**src/hw/rtl/sorted_key_value_table_core_assert.svh**
```systemverilog
// Assertion macros used by the sorted key-value table core.
`ifndef SORTED_KEY_VALUE_TABLE_CORE_ASSERT_SVH
`define SORTED_KEY_VALUE_TABLE_CORE_ASSERT_SVH

// A property that must hold at every clock edge outside reset.
`define SKVT_ASSERT_ALWAYS(label, prop) \
  label: assert property (@(posedge clk) disable iff (rst) (prop)) \
    else $error("sorted key-value table: invariant violated");

// A condition that must hold in the cycle after the antecedent.
`define SKVT_ASSERT_NEXT(label, ante, cons) \
  label: assert property (@(posedge clk) disable iff (rst) (ante) |=> (cons)) \
    else $error("sorted key-value table: sequence violated");

`endif

```
**src/hw/rtl/skvt_pkg.sv**
```systemverilog
// Shared types, codes and defaults for the sorted key-value table.
package skvt_pkg;

  localparam int CAPACITY_DEF   = 32;
  localparam int KEY_BITS_DEF   = 32;
  localparam int VALUE_BITS_DEF = 32;

  localparam logic [1:0] ACTION_INSERT = 2'd0;
  localparam logic [1:0] ACTION_FIND   = 2'd1;
  localparam logic [1:0] ACTION_REMOVE = 2'd2;
  localparam logic [1:0] ACTION_RANGE  = 2'd3;

  localparam logic [2:0] STATUS_INSERTED    = 3'd0;
  localparam logic [2:0] STATUS_UPDATED     = 3'd1;
  localparam logic [2:0] STATUS_FOUND       = 3'd2;
  localparam logic [2:0] STATUS_NOT_FOUND   = 3'd3;
  localparam logic [2:0] STATUS_REMOVED     = 3'd4;
  localparam logic [2:0] STATUS_FULL        = 3'd5;
  localparam logic [2:0] STATUS_RANGE_ITEM  = 3'd6;
  localparam logic [2:0] STATUS_RANGE_EMPTY = 3'd7;

  typedef struct packed {
    logic [1:0]         action;
    logic signed [31:0] key;
    logic signed [31:0] key_high;
    logic [31:0]        value;
  } skvt_req_t;

  typedef struct packed {
    logic [2:0]         status;
    logic signed [31:0] out_key;
    logic [31:0]        out_value;
    logic [5:0]         entry_count;
    logic               last;
  } skvt_rsp_t;

  // Commands broadcast to every cell of the chain.
  typedef struct packed {
    logic eval;
    logic ins;
    logic rem;
    logic upd;
    logic tok_load;
    logic tok_shift;
  } skvt_cmd_t;

  // Status a cell shows to its neighbors and to the controller.
  typedef struct packed {
    logic valid;
    logic lt;
    logic eq;
    logic inr;
    logic tok;
  } skvt_flag_t;

  localparam skvt_flag_t FLAG_LEFT_EDGE = '{valid: 1'b0, lt: 1'b1, eq: 1'b0,
                                            inr: 1'b0, tok: 1'b0};
  localparam skvt_flag_t FLAG_RIGHT_EDGE = '{valid: 1'b0, lt: 1'b0, eq: 1'b0,
                                             inr: 1'b0, tok: 1'b0};

endpackage

```
**src/hw/rtl/skvt_cell.sv**
```systemverilog
// One storage cell of the sorted chain: holds an entry and shifts with its neighbors.
module skvt_cell #(
  parameter int KEY_BITS   = skvt_pkg::KEY_BITS_DEF,
  parameter int VALUE_BITS = skvt_pkg::VALUE_BITS_DEF
) (
  input  logic                   clk,
  input  logic                   rst,
  input  skvt_pkg::skvt_cmd_t    cmd,
  input  logic [KEY_BITS-1:0]    cmd_key,
  input  logic [KEY_BITS-1:0]    cmd_key_high,
  input  logic [VALUE_BITS-1:0]  cmd_value,
  input  skvt_pkg::skvt_flag_t   left_flag,
  input  logic [KEY_BITS-1:0]    left_key,
  input  logic [VALUE_BITS-1:0]  left_value,
  input  skvt_pkg::skvt_flag_t   right_flag,
  input  logic [KEY_BITS-1:0]    right_key,
  input  logic [VALUE_BITS-1:0]  right_value,
  output skvt_pkg::skvt_flag_t   flag,
  output logic [KEY_BITS-1:0]    cell_key,
  output logic [VALUE_BITS-1:0]  cell_value
);

  logic below_low;
  logic above_high;
  logic at_pos;

  assign below_low  = $signed(cell_key) < $signed(cmd_key);
  assign above_high = $signed(cmd_key_high) < $signed(cell_key);
  assign at_pos     = !flag.lt && left_flag.lt;

  always_ff @(posedge clk) begin
    if (rst) begin
      flag <= skvt_pkg::FLAG_RIGHT_EDGE;
    end else begin
      if (cmd.eval) begin
        flag.lt  <= flag.valid && below_low;
        flag.eq  <= flag.valid && (cell_key == cmd_key);
        flag.inr <= flag.valid && !below_low && !above_high;
      end
      if (cmd.ins && !flag.lt) begin
        flag.valid <= at_pos ? 1'b1 : left_flag.valid;
      end else if (cmd.rem && !flag.lt) begin
        flag.valid <= right_flag.valid;
      end
      if (cmd.tok_load) begin
        flag.tok <= at_pos;
      end else if (cmd.tok_shift) begin
        flag.tok <= left_flag.tok;
      end
    end
  end

  always_ff @(posedge clk) begin
    if (cmd.ins && !flag.lt) begin
      if (at_pos) begin
        cell_key   <= cmd_key;
        cell_value <= cmd_value;
      end else begin
        cell_key   <= left_key;
        cell_value <= left_value;
      end
    end else if (cmd.rem && !flag.lt) begin
      cell_key   <= right_key;
      cell_value <= right_value;
    end else if (cmd.upd && flag.eq) begin
      cell_value <= cmd_value;
    end
  end

endmodule

```
**config.mk**
```make
export PLATFORM = sky130hd
export DESIGN_NAME = skvt_cell
export DESIGN_NICKNAME = d
export VERILOG_FILES = /design/src/hw/rtl/sorted_key_value_table_core_assert.svh /design/src/hw/rtl/skvt_pkg.sv /design/src/hw/rtl/skvt_cell.sv
export SDC_FILE = /design/constraint.sdc
export NUM_CORES = 1
export LEC_CHECK = 0
export ABC_AREA = 1
export BUFFER_PORTS_ARGS = -buffer_cell sky130_fd_sc_hd__buf_2
export CAP_MARGIN = 10
export CORE_AREA = 2 2 122 124
export CTS_CLUSTER_DIAMETER = 40
export DETAILED_ROUTE_END_ITERATION = 6
export DIE_AREA = 0 0 124 126
export MAX_ROUTING_LAYER = met4
export PLACE_DENSITY = 0.7
export RECOVER_POWER = 100
export SKIP_LAST_GASP = 1
export SLEW_MARGIN = 20
export SYNTH_ARGS = -nofsm -noshare
export SYNTH_HDL_FRONTEND = slang
export SYNTH_SLANG_ARGS = --single-unit
```
**constraint.sdc**
```tcl
create_clock -name clk -period 2.89 [get_ports clk]
set_input_delay 0.867 -clock clk [delete_from_list [all_inputs] [get_ports clk]]
set_output_delay 0.867 -clock clk [all_outputs]
set_load 0.1 [all_outputs]
```
# == Yosys cells after proc, flatten, opt, wreduce, memory -nomap -nowiden ==
# Cells that the tools add are included.
# word_totals
regBits,69
wordCells,36
# classes
magnitude_cmp,2
n_eq_ne,1
n_mux,12
reduce_logical,14
# op_table
cell,n
$mux W32,7
$lt A32 B32 Y1,2
$eq A32 B32 Y1,1
$logic_and A1 B1 Y1,8
$mux W1,5
$reduce_bool A2 Y1,2
$logic_not A1 Y1,3
$reduce_bool A3 Y1,1

# == Logic depth before layout (Yosys ltp) ==
# Gate-level depths: netlist (run 1).
# depth
word_depth,4
mapped_depth,18
mapped_depth_nobuf,18

# == Least setup slack after synthesis (run 1) ==
# No wires, ideal clock.
# synth_timing
kind,flip-flop to flip-flop
startpoint,reg flag[3] in the netlist's numbering
endpoint,reg cell_value[0] (enable)
arrival_ns,2.128
t_required_ns,2.412
slack_ns,0.284
stages_incl_launch_ff,5
n_path_buf,1
synth_period_minus_slack_ns,2.606
cell_sequence,dfxtp_1 -> nor2_1 -> buf_2 -> nor2_1 -> nand2_1
# synth_between
elab_chain_cells,3
word_cells_on_any_way,4
classes_between,4 x reduce/logical
# synth_rtl
element,line,text
start: declaration,skvt_cell.sv:18,"output skvt_pkg::skvt_flag_t flag,"
start signal: assignment,skvt_cell.sv:33,flag <= skvt_pkg::FLAG_RIGHT_EDGE;
$logic_not A1 Y1 *,"skvt_cell.sv:54, skvt_cell.sv:62",
$logic_and A1 B1 Y1 (on tied branches),"skvt_cell.sv:54, skvt_cell.sv:62",
$reduce_bool A3 Y1 (no line) *,--,
end signal: assignment,skvt_cell.sv:57,cell_value <= cmd_value;
end signal: assignment,skvt_cell.sv:64,cell_value <= right_value;
end signal: assignment,skvt_cell.sv:66,cell_value <= cmd_value;
end: declaration,skvt_cell.sv:20,output logic [VALUE_BITS-1:0] cell_value
# Every way passes the cells marked *; elsewhere a longest branch is shown, timed or not.
# A chain may end at the register's enable or synchronous reset.

# == Worst setup path after layout (run 1) ==
# layout_timing
startpoint,reg flag[4] in the netlist's numbering
endpoint,out flag[4] in the netlist's numbering
# No word-level cell between the ends.

==> reports/metrics.cfg, run 1 <==
[clock_network]
htree_levels = 3
post_cts_buffers = 0
cts_sinks = 69
clk_pin_slew_ps = 60
root_buffer = clkbuf_16
cts_tree = yes
postCtsResizedCells = 0
numCtsBuffers = 9
postCtsHoldBufs = 0
clock_latency_ps = 340
cts_buffer_depth = 2

[yosys]
synth_simple_gate_area_share = 0.181
synth.area.mux_share = 0
avgSynthCellArea_um2 = 7.60
yosys_warnings = 0
seq_area_frac_synth = 0.381
synth_cells = 699
synth_top_family_by_area = compound AO/OA/AOI/OAI gates
syn_area_um2 = 5310
ys_ff_latch = 69
synth_compound_area_frac = 0.203
synth_top_cell_area_share = 0.362
synthTopCellsByArea = edfxtp_1, ha_1, o21ai_0
synth_fa_ha_area_frac = 0.148
synth_top_cell_by_area = edfxtp_1
ys_types = 26
synth-xor-area-share = 0
synth.net_count = 1004

[detailed_routing]
viasPerCell = 4.95
initialDrtViolationCount = 270
postRouteAntennaNets = 0
drt-pass1-iter-count = 4
drc = 0
via_count = 5880
routed_wirelength_um = 17400
wire_per_inst_um = 14.7

[sta]
setup_ws_ps = 366
max_freq_ghz = 0.396
fin_tns_setup_ps = 0
period_needed_ps = 2520
slew_viol_final = 0
rsz0062_at_grt = no
period_share = 0.873
hold_viol_final = 0
slew_headroom = 0.177
clock-skew-final_ps = 9.96
setup_viol = 0
worst_slew_pin_slew_ps = 1240

[critical_path]
crit_arrival_ps = 1660
crit_slowest_cell = clkbuf_1
crit_buf_inv = 1
cp_top_family = buffers and inverters
worstPathRequired_ps = 2020
start_kind = flop
worstPathMaxFanout = 4
crit_chain = clkbuf_1
critPathMaxStageDelay_ps = 920
cp-end-kind = output pin
criticalPathCategory = flop to output pin

[die]
die_h_um = 126
io-pin-count = 311
die_area_um2 = 15600
rows = 44
start_util = 0.371
dieWidth_um = 124
coreArea_um2 = 14300

[placed_design]
hpwl_um = 13600
globalplace.congestion = 0.846
place_ws_ps = 418
portBuffers = 304

[layout]
layout.nets = 1301
area_growth_pct = 36.7
layout_common_cells = buf_2, o21ai_0, nor2_1
seq_area_um2 = 2020
final_common_cell = buf_2
drive_above_1_share = 0.266
fillers = 1499
multiInputGateArea_um2 = 2830

[power]
p_leak_uw = 0.00359
power_density_nw_per_um2 = 572
vdd_ir_drop_max_v = 0.000271

[grt]
grt_overflow_total = 0
grt_pass1_wl_um = 27300
grt_max_degree = 44
grt_pass1_vias = 5857
grt_util_all_layers = 0.232
antenna_found_initial = 3

[job]
cap_violations = 0

[status]
status = complete, no violations

[worst_hold_path]
holdCritPathClass = flop to flop

layer usage:
| layer | routed length (um) | vias up | GRT usage |
|---|---|---|---|
| li1 | - | 2979 | - |
| met1 | 6970 | 2599 | 0.265 |
| met2 | 8520 | 272 | 0.392 |
| met3 | 1480 | 30 | 0.0480 |
| met4 | 486 | 0 | 0.0972 |
| met5 | 0 | - | - |
Yosys cell counts:
cell type / n
o21ai_0: 127
nor2_1: 117
nand2_1: 106
inv_1: 85
edfxtp_1: 64
ha_1: 63
o22ai_1: 32
a21oi_1: 30
clkbuf_1: 23
buf_2: 9
o21ai_1: 8
nand3_1: 7
dfxtp_1: 5
nand4_1: 4
nor3_1: 4
inv_2: 3
a211oi_1: 2
nand2_2: 2
a21o_1: 1
a21oi_2: 1
a31oi_1: 1
nand3b_1: 1
nor2_4: 1
nor4_2: 1
o211ai_1: 1
o21a_1: 1
logic make-up after synthesis:
kind of cell / count (synthesis)
fa+ha+maj: 63
buf+inv: 120
compound gates: 204
flops: 69
simple gates: 243
where the power goes:
part | internal [uW] | switching (uW) | total (uW)
clock network | 692 | 418 | 1110
logic | 394 | 1340 | 1730
registers | 1240 | 64.9 | 1310
total | 2330 | 1820 | 4150
registers in the layout (all words and copies together), names as in the netlist:
name and flops:
cell_key 32, cell_value 32, flag 5
final cells by class:
cell class | instances | share of cell area
antenna | 3 | 0.00103
timing repair buffer | 318 | 0.214
clock inverter | 2 | 0.00483
inverter | 88 | 0.0455
multi-input combinational | 510 | 0.389
sequential | 69 | 0.279
clock buffer | 14 | 0.0350
tap | 184 | 0.0317
through the flow:
step,power [uW],instances,hold slack [ps],util,instance area (um^2)
floorplan,2650,699,908,-,5310
global placement,3090,1169,466,0.495,7090
detailed placement,3110,1169,475,0.495,7090
CTS,4240,1185,484,0.515,7380
global route,4370,1188,520,0.507,7260
finish,4150,1188,480,0.507,7260
worst paths after layout:
check	slack [ps]	depth (start not counted)	end	from
max	370	1	flag[4]	flag[4]
min	480	2	flag[1]	flag[1]
max reg2reg	740	5	cell_value[16]	flag[3]
min reg2reg	480	2	flag[1]	flag[1]
(Power assumes the default switching activity.)
==> inputs of run 2 (changes only) <==
- RECOVER_POWER: 100 -> default
==> run 2 against run 1 <==
Effect of this change: die area unchanged; critical path depth is the same; combinational power rose by 3%; non-clock buffer count did not move; utilization grew 0.90 points; setup slack better by 290 ps; total power rose by 1.0%; largest power group unchanged; highest routed layer unchanged.
==> reports/metrics.cfg, run 2 (synthesis results as in run 1) <==
[sta]
worst_slew_pin_slew_ps = 523  ; was 1240 ps
fin_tns_setup_ps = 0  ; unchanged
max_freq_ghz = 0.448  ; was 0.396 GHz
period_needed_ps = 2230  ; was 2520 ps
slew_viol_final = 0  ; unchanged
slew_headroom = 0.654  ; was 0.177
hold_viol_final = 0  ; unchanged
rsz0062_at_grt = no  ; unchanged
clock-skew-final_ps = 9.45  ; was 9.96 ps
setup_ws_ps = 656  ; was 366 ps
period_share = 0.773  ; was 0.873
setup_viol = 0  ; unchanged

[critical_path]
worstPathMaxFanout = 5  ; was 4
crit_buf_inv = 1  ; unchanged
critPathMaxStageDelay_ps = 520  ; was 920 ps
start_kind = flop  ; unchanged
ff2ff_path_depth = 11  ; was 5
crit_arrival_ps = 1370  ; was 1660 ps
worstPathRequired_ps = 2020  ; about the same
criticalPathCategory = flop to output pin  ; unchanged
cp-end-kind = output pin  ; unchanged
crit_chain = buf_2  ; was clkbuf_1
cp_top_family = flip-flops  ; was buffers and inverters
path_depth = 1  ; unchanged
crit_slowest_cell = dfxtp_1  ; was clkbuf_1

[clock_network]
htree_levels = 3  ; unchanged
cts_tree = yes  ; unchanged
post_cts_buffers = 0  ; unchanged
numCtsBuffers = 9  ; unchanged
clk_pin_slew_ps = 50  ; was 60 ps
clock_latency_ps = 340  ; about the same
postCtsHoldBufs = 0  ; unchanged
cts_sinks = 69  ; unchanged
root_buffer = clkbuf_16  ; unchanged
cts_buffer_depth = 2  ; unchanged
postCtsResizedCells = 0  ; unchanged

[layout]
drive_above_1_share = 0.340  ; was 0.266
stdcell_count = 1189  ; was 1188
final_common_cell = buf_2  ; unchanged
layout.nets = 1301  ; unchanged
area_growth_pct = 39.1  ; was 36.7%
stdcell_area_um2 = 7390  ; was 7260 um^2
reg_top3 = cell_key x32, cell_value x32, flag x5  ; unchanged
layout_common_cells = buf_2, o21ai_0, nor2_1  ; unchanged

[die]
die_area_um2 = 15600  ; unchanged
dieWidth_um = 124  ; unchanged
coreArea_um2 = 14300  ; unchanged
start_util = 0.371  ; unchanged
rows = 44  ; unchanged
io-pin-count = 311  ; unchanged
die_h_um = 126  ; unchanged

[placed_design]
globalplace.congestion = 0.846  ; unchanged
placed_area_um2 = 7090  ; unchanged
portBuffers = 304  ; unchanged
place_ws_ps = 418  ; unchanged
dp.cells = 1169  ; unchanged
hpwl_um = 13600  ; unchanged

[grt]
antenna_found_initial = 3  ; unchanged
grt_overflow_total = 0  ; unchanged
grt_util_all_layers = 0.232  ; unchanged
grt_pass1_vias = 5857  ; unchanged
grt_pass1_wl_um = 27300  ; unchanged
grt_max_degree = 44  ; unchanged

[detailed_routing]
drc = 0  ; unchanged
routed_wirelength_um = 17500  ; was 17400 um
via_count = 5875  ; was 5880
initialDrtViolationCount = 258  ; was 270
viasPerCell = 4.94  ; was 4.95
drt-pass1-iter-count = 4  ; unchanged
wire_per_inst_um = 14.7  ; about the same
postRouteAntennaNets = 0  ; unchanged

[worst_hold_path]
hold_depth = 2  ; unchanged
holdCritPathClass = flop to flop  ; unchanged

[power]
power_density_nw_per_um2 = 567  ; was 572 nW/um^2
p_leak_uw = 0.00380  ; was 0.00359 uW
vdd_ir_drop_max_v = 0.000271  ; about the same

[job]
cap_violations = 0  ; unchanged

[status]
status = complete, no violations  ; unchanged

[run 2: cell count changes in the layout (fill, tap and decap cells not counted), sizes merged]
cell / delta
diode: +1
clkbuf: -74
buf: +74
[run 2: per-stage QoR]
step	utilization	total power [uW]	hold slack, ps
after floorplan	-	2650	908
after global placement	0.495	3090	466
after detailed placement	0.495	3110	475
after CTS	0.515	4240	484
after global routing	0.516	4410	519
final	0.516	4190	477
[run 2: final timing paths]
kind                 from      end  slack, ps
min reg2reg       flag[1]  flag[1]        480
max reg2reg  cell_key[31]  flag[3]       1000
min               flag[1]  flag[1]        480
max               flag[3]  flag[3]        660
[run 2: per-layer routing]
| metal | GRT usage | vias to the layer above | share of wire |
|---|---|---|---|
| met3 | 0.0480 | 30 | 0.076 |
| met5 | - | - | 0 |
| met2 | 0.392 | 249 | 0.49 |
| met1 | 0.265 | 2614 | 0.41 |
| met4 | 0.0972 | 0 | 0.028 |
| li1 | - | 2982 | - |
[run 2: final cells by class]
type / instances / area (um^2)
Inverter: 88 / 330
Fill cell: 1475 / 6930
Sequential cell: 69 / 2020
Tap cell: 184 / 230
Clock inverter: 2 / 35.0
Multi-Input combinational cell: 510 / 2840
Timing Repair Buffer: 318 / 1660
Antenna cell: 4 / 10.0
Clock buffer: 14 / 254
[run 2: power breakdown]
part	internal, uW	switching, uW	total, uW
logic	433	1340	1780
clock network	692	419	1110
registers	1240	62.0	1300
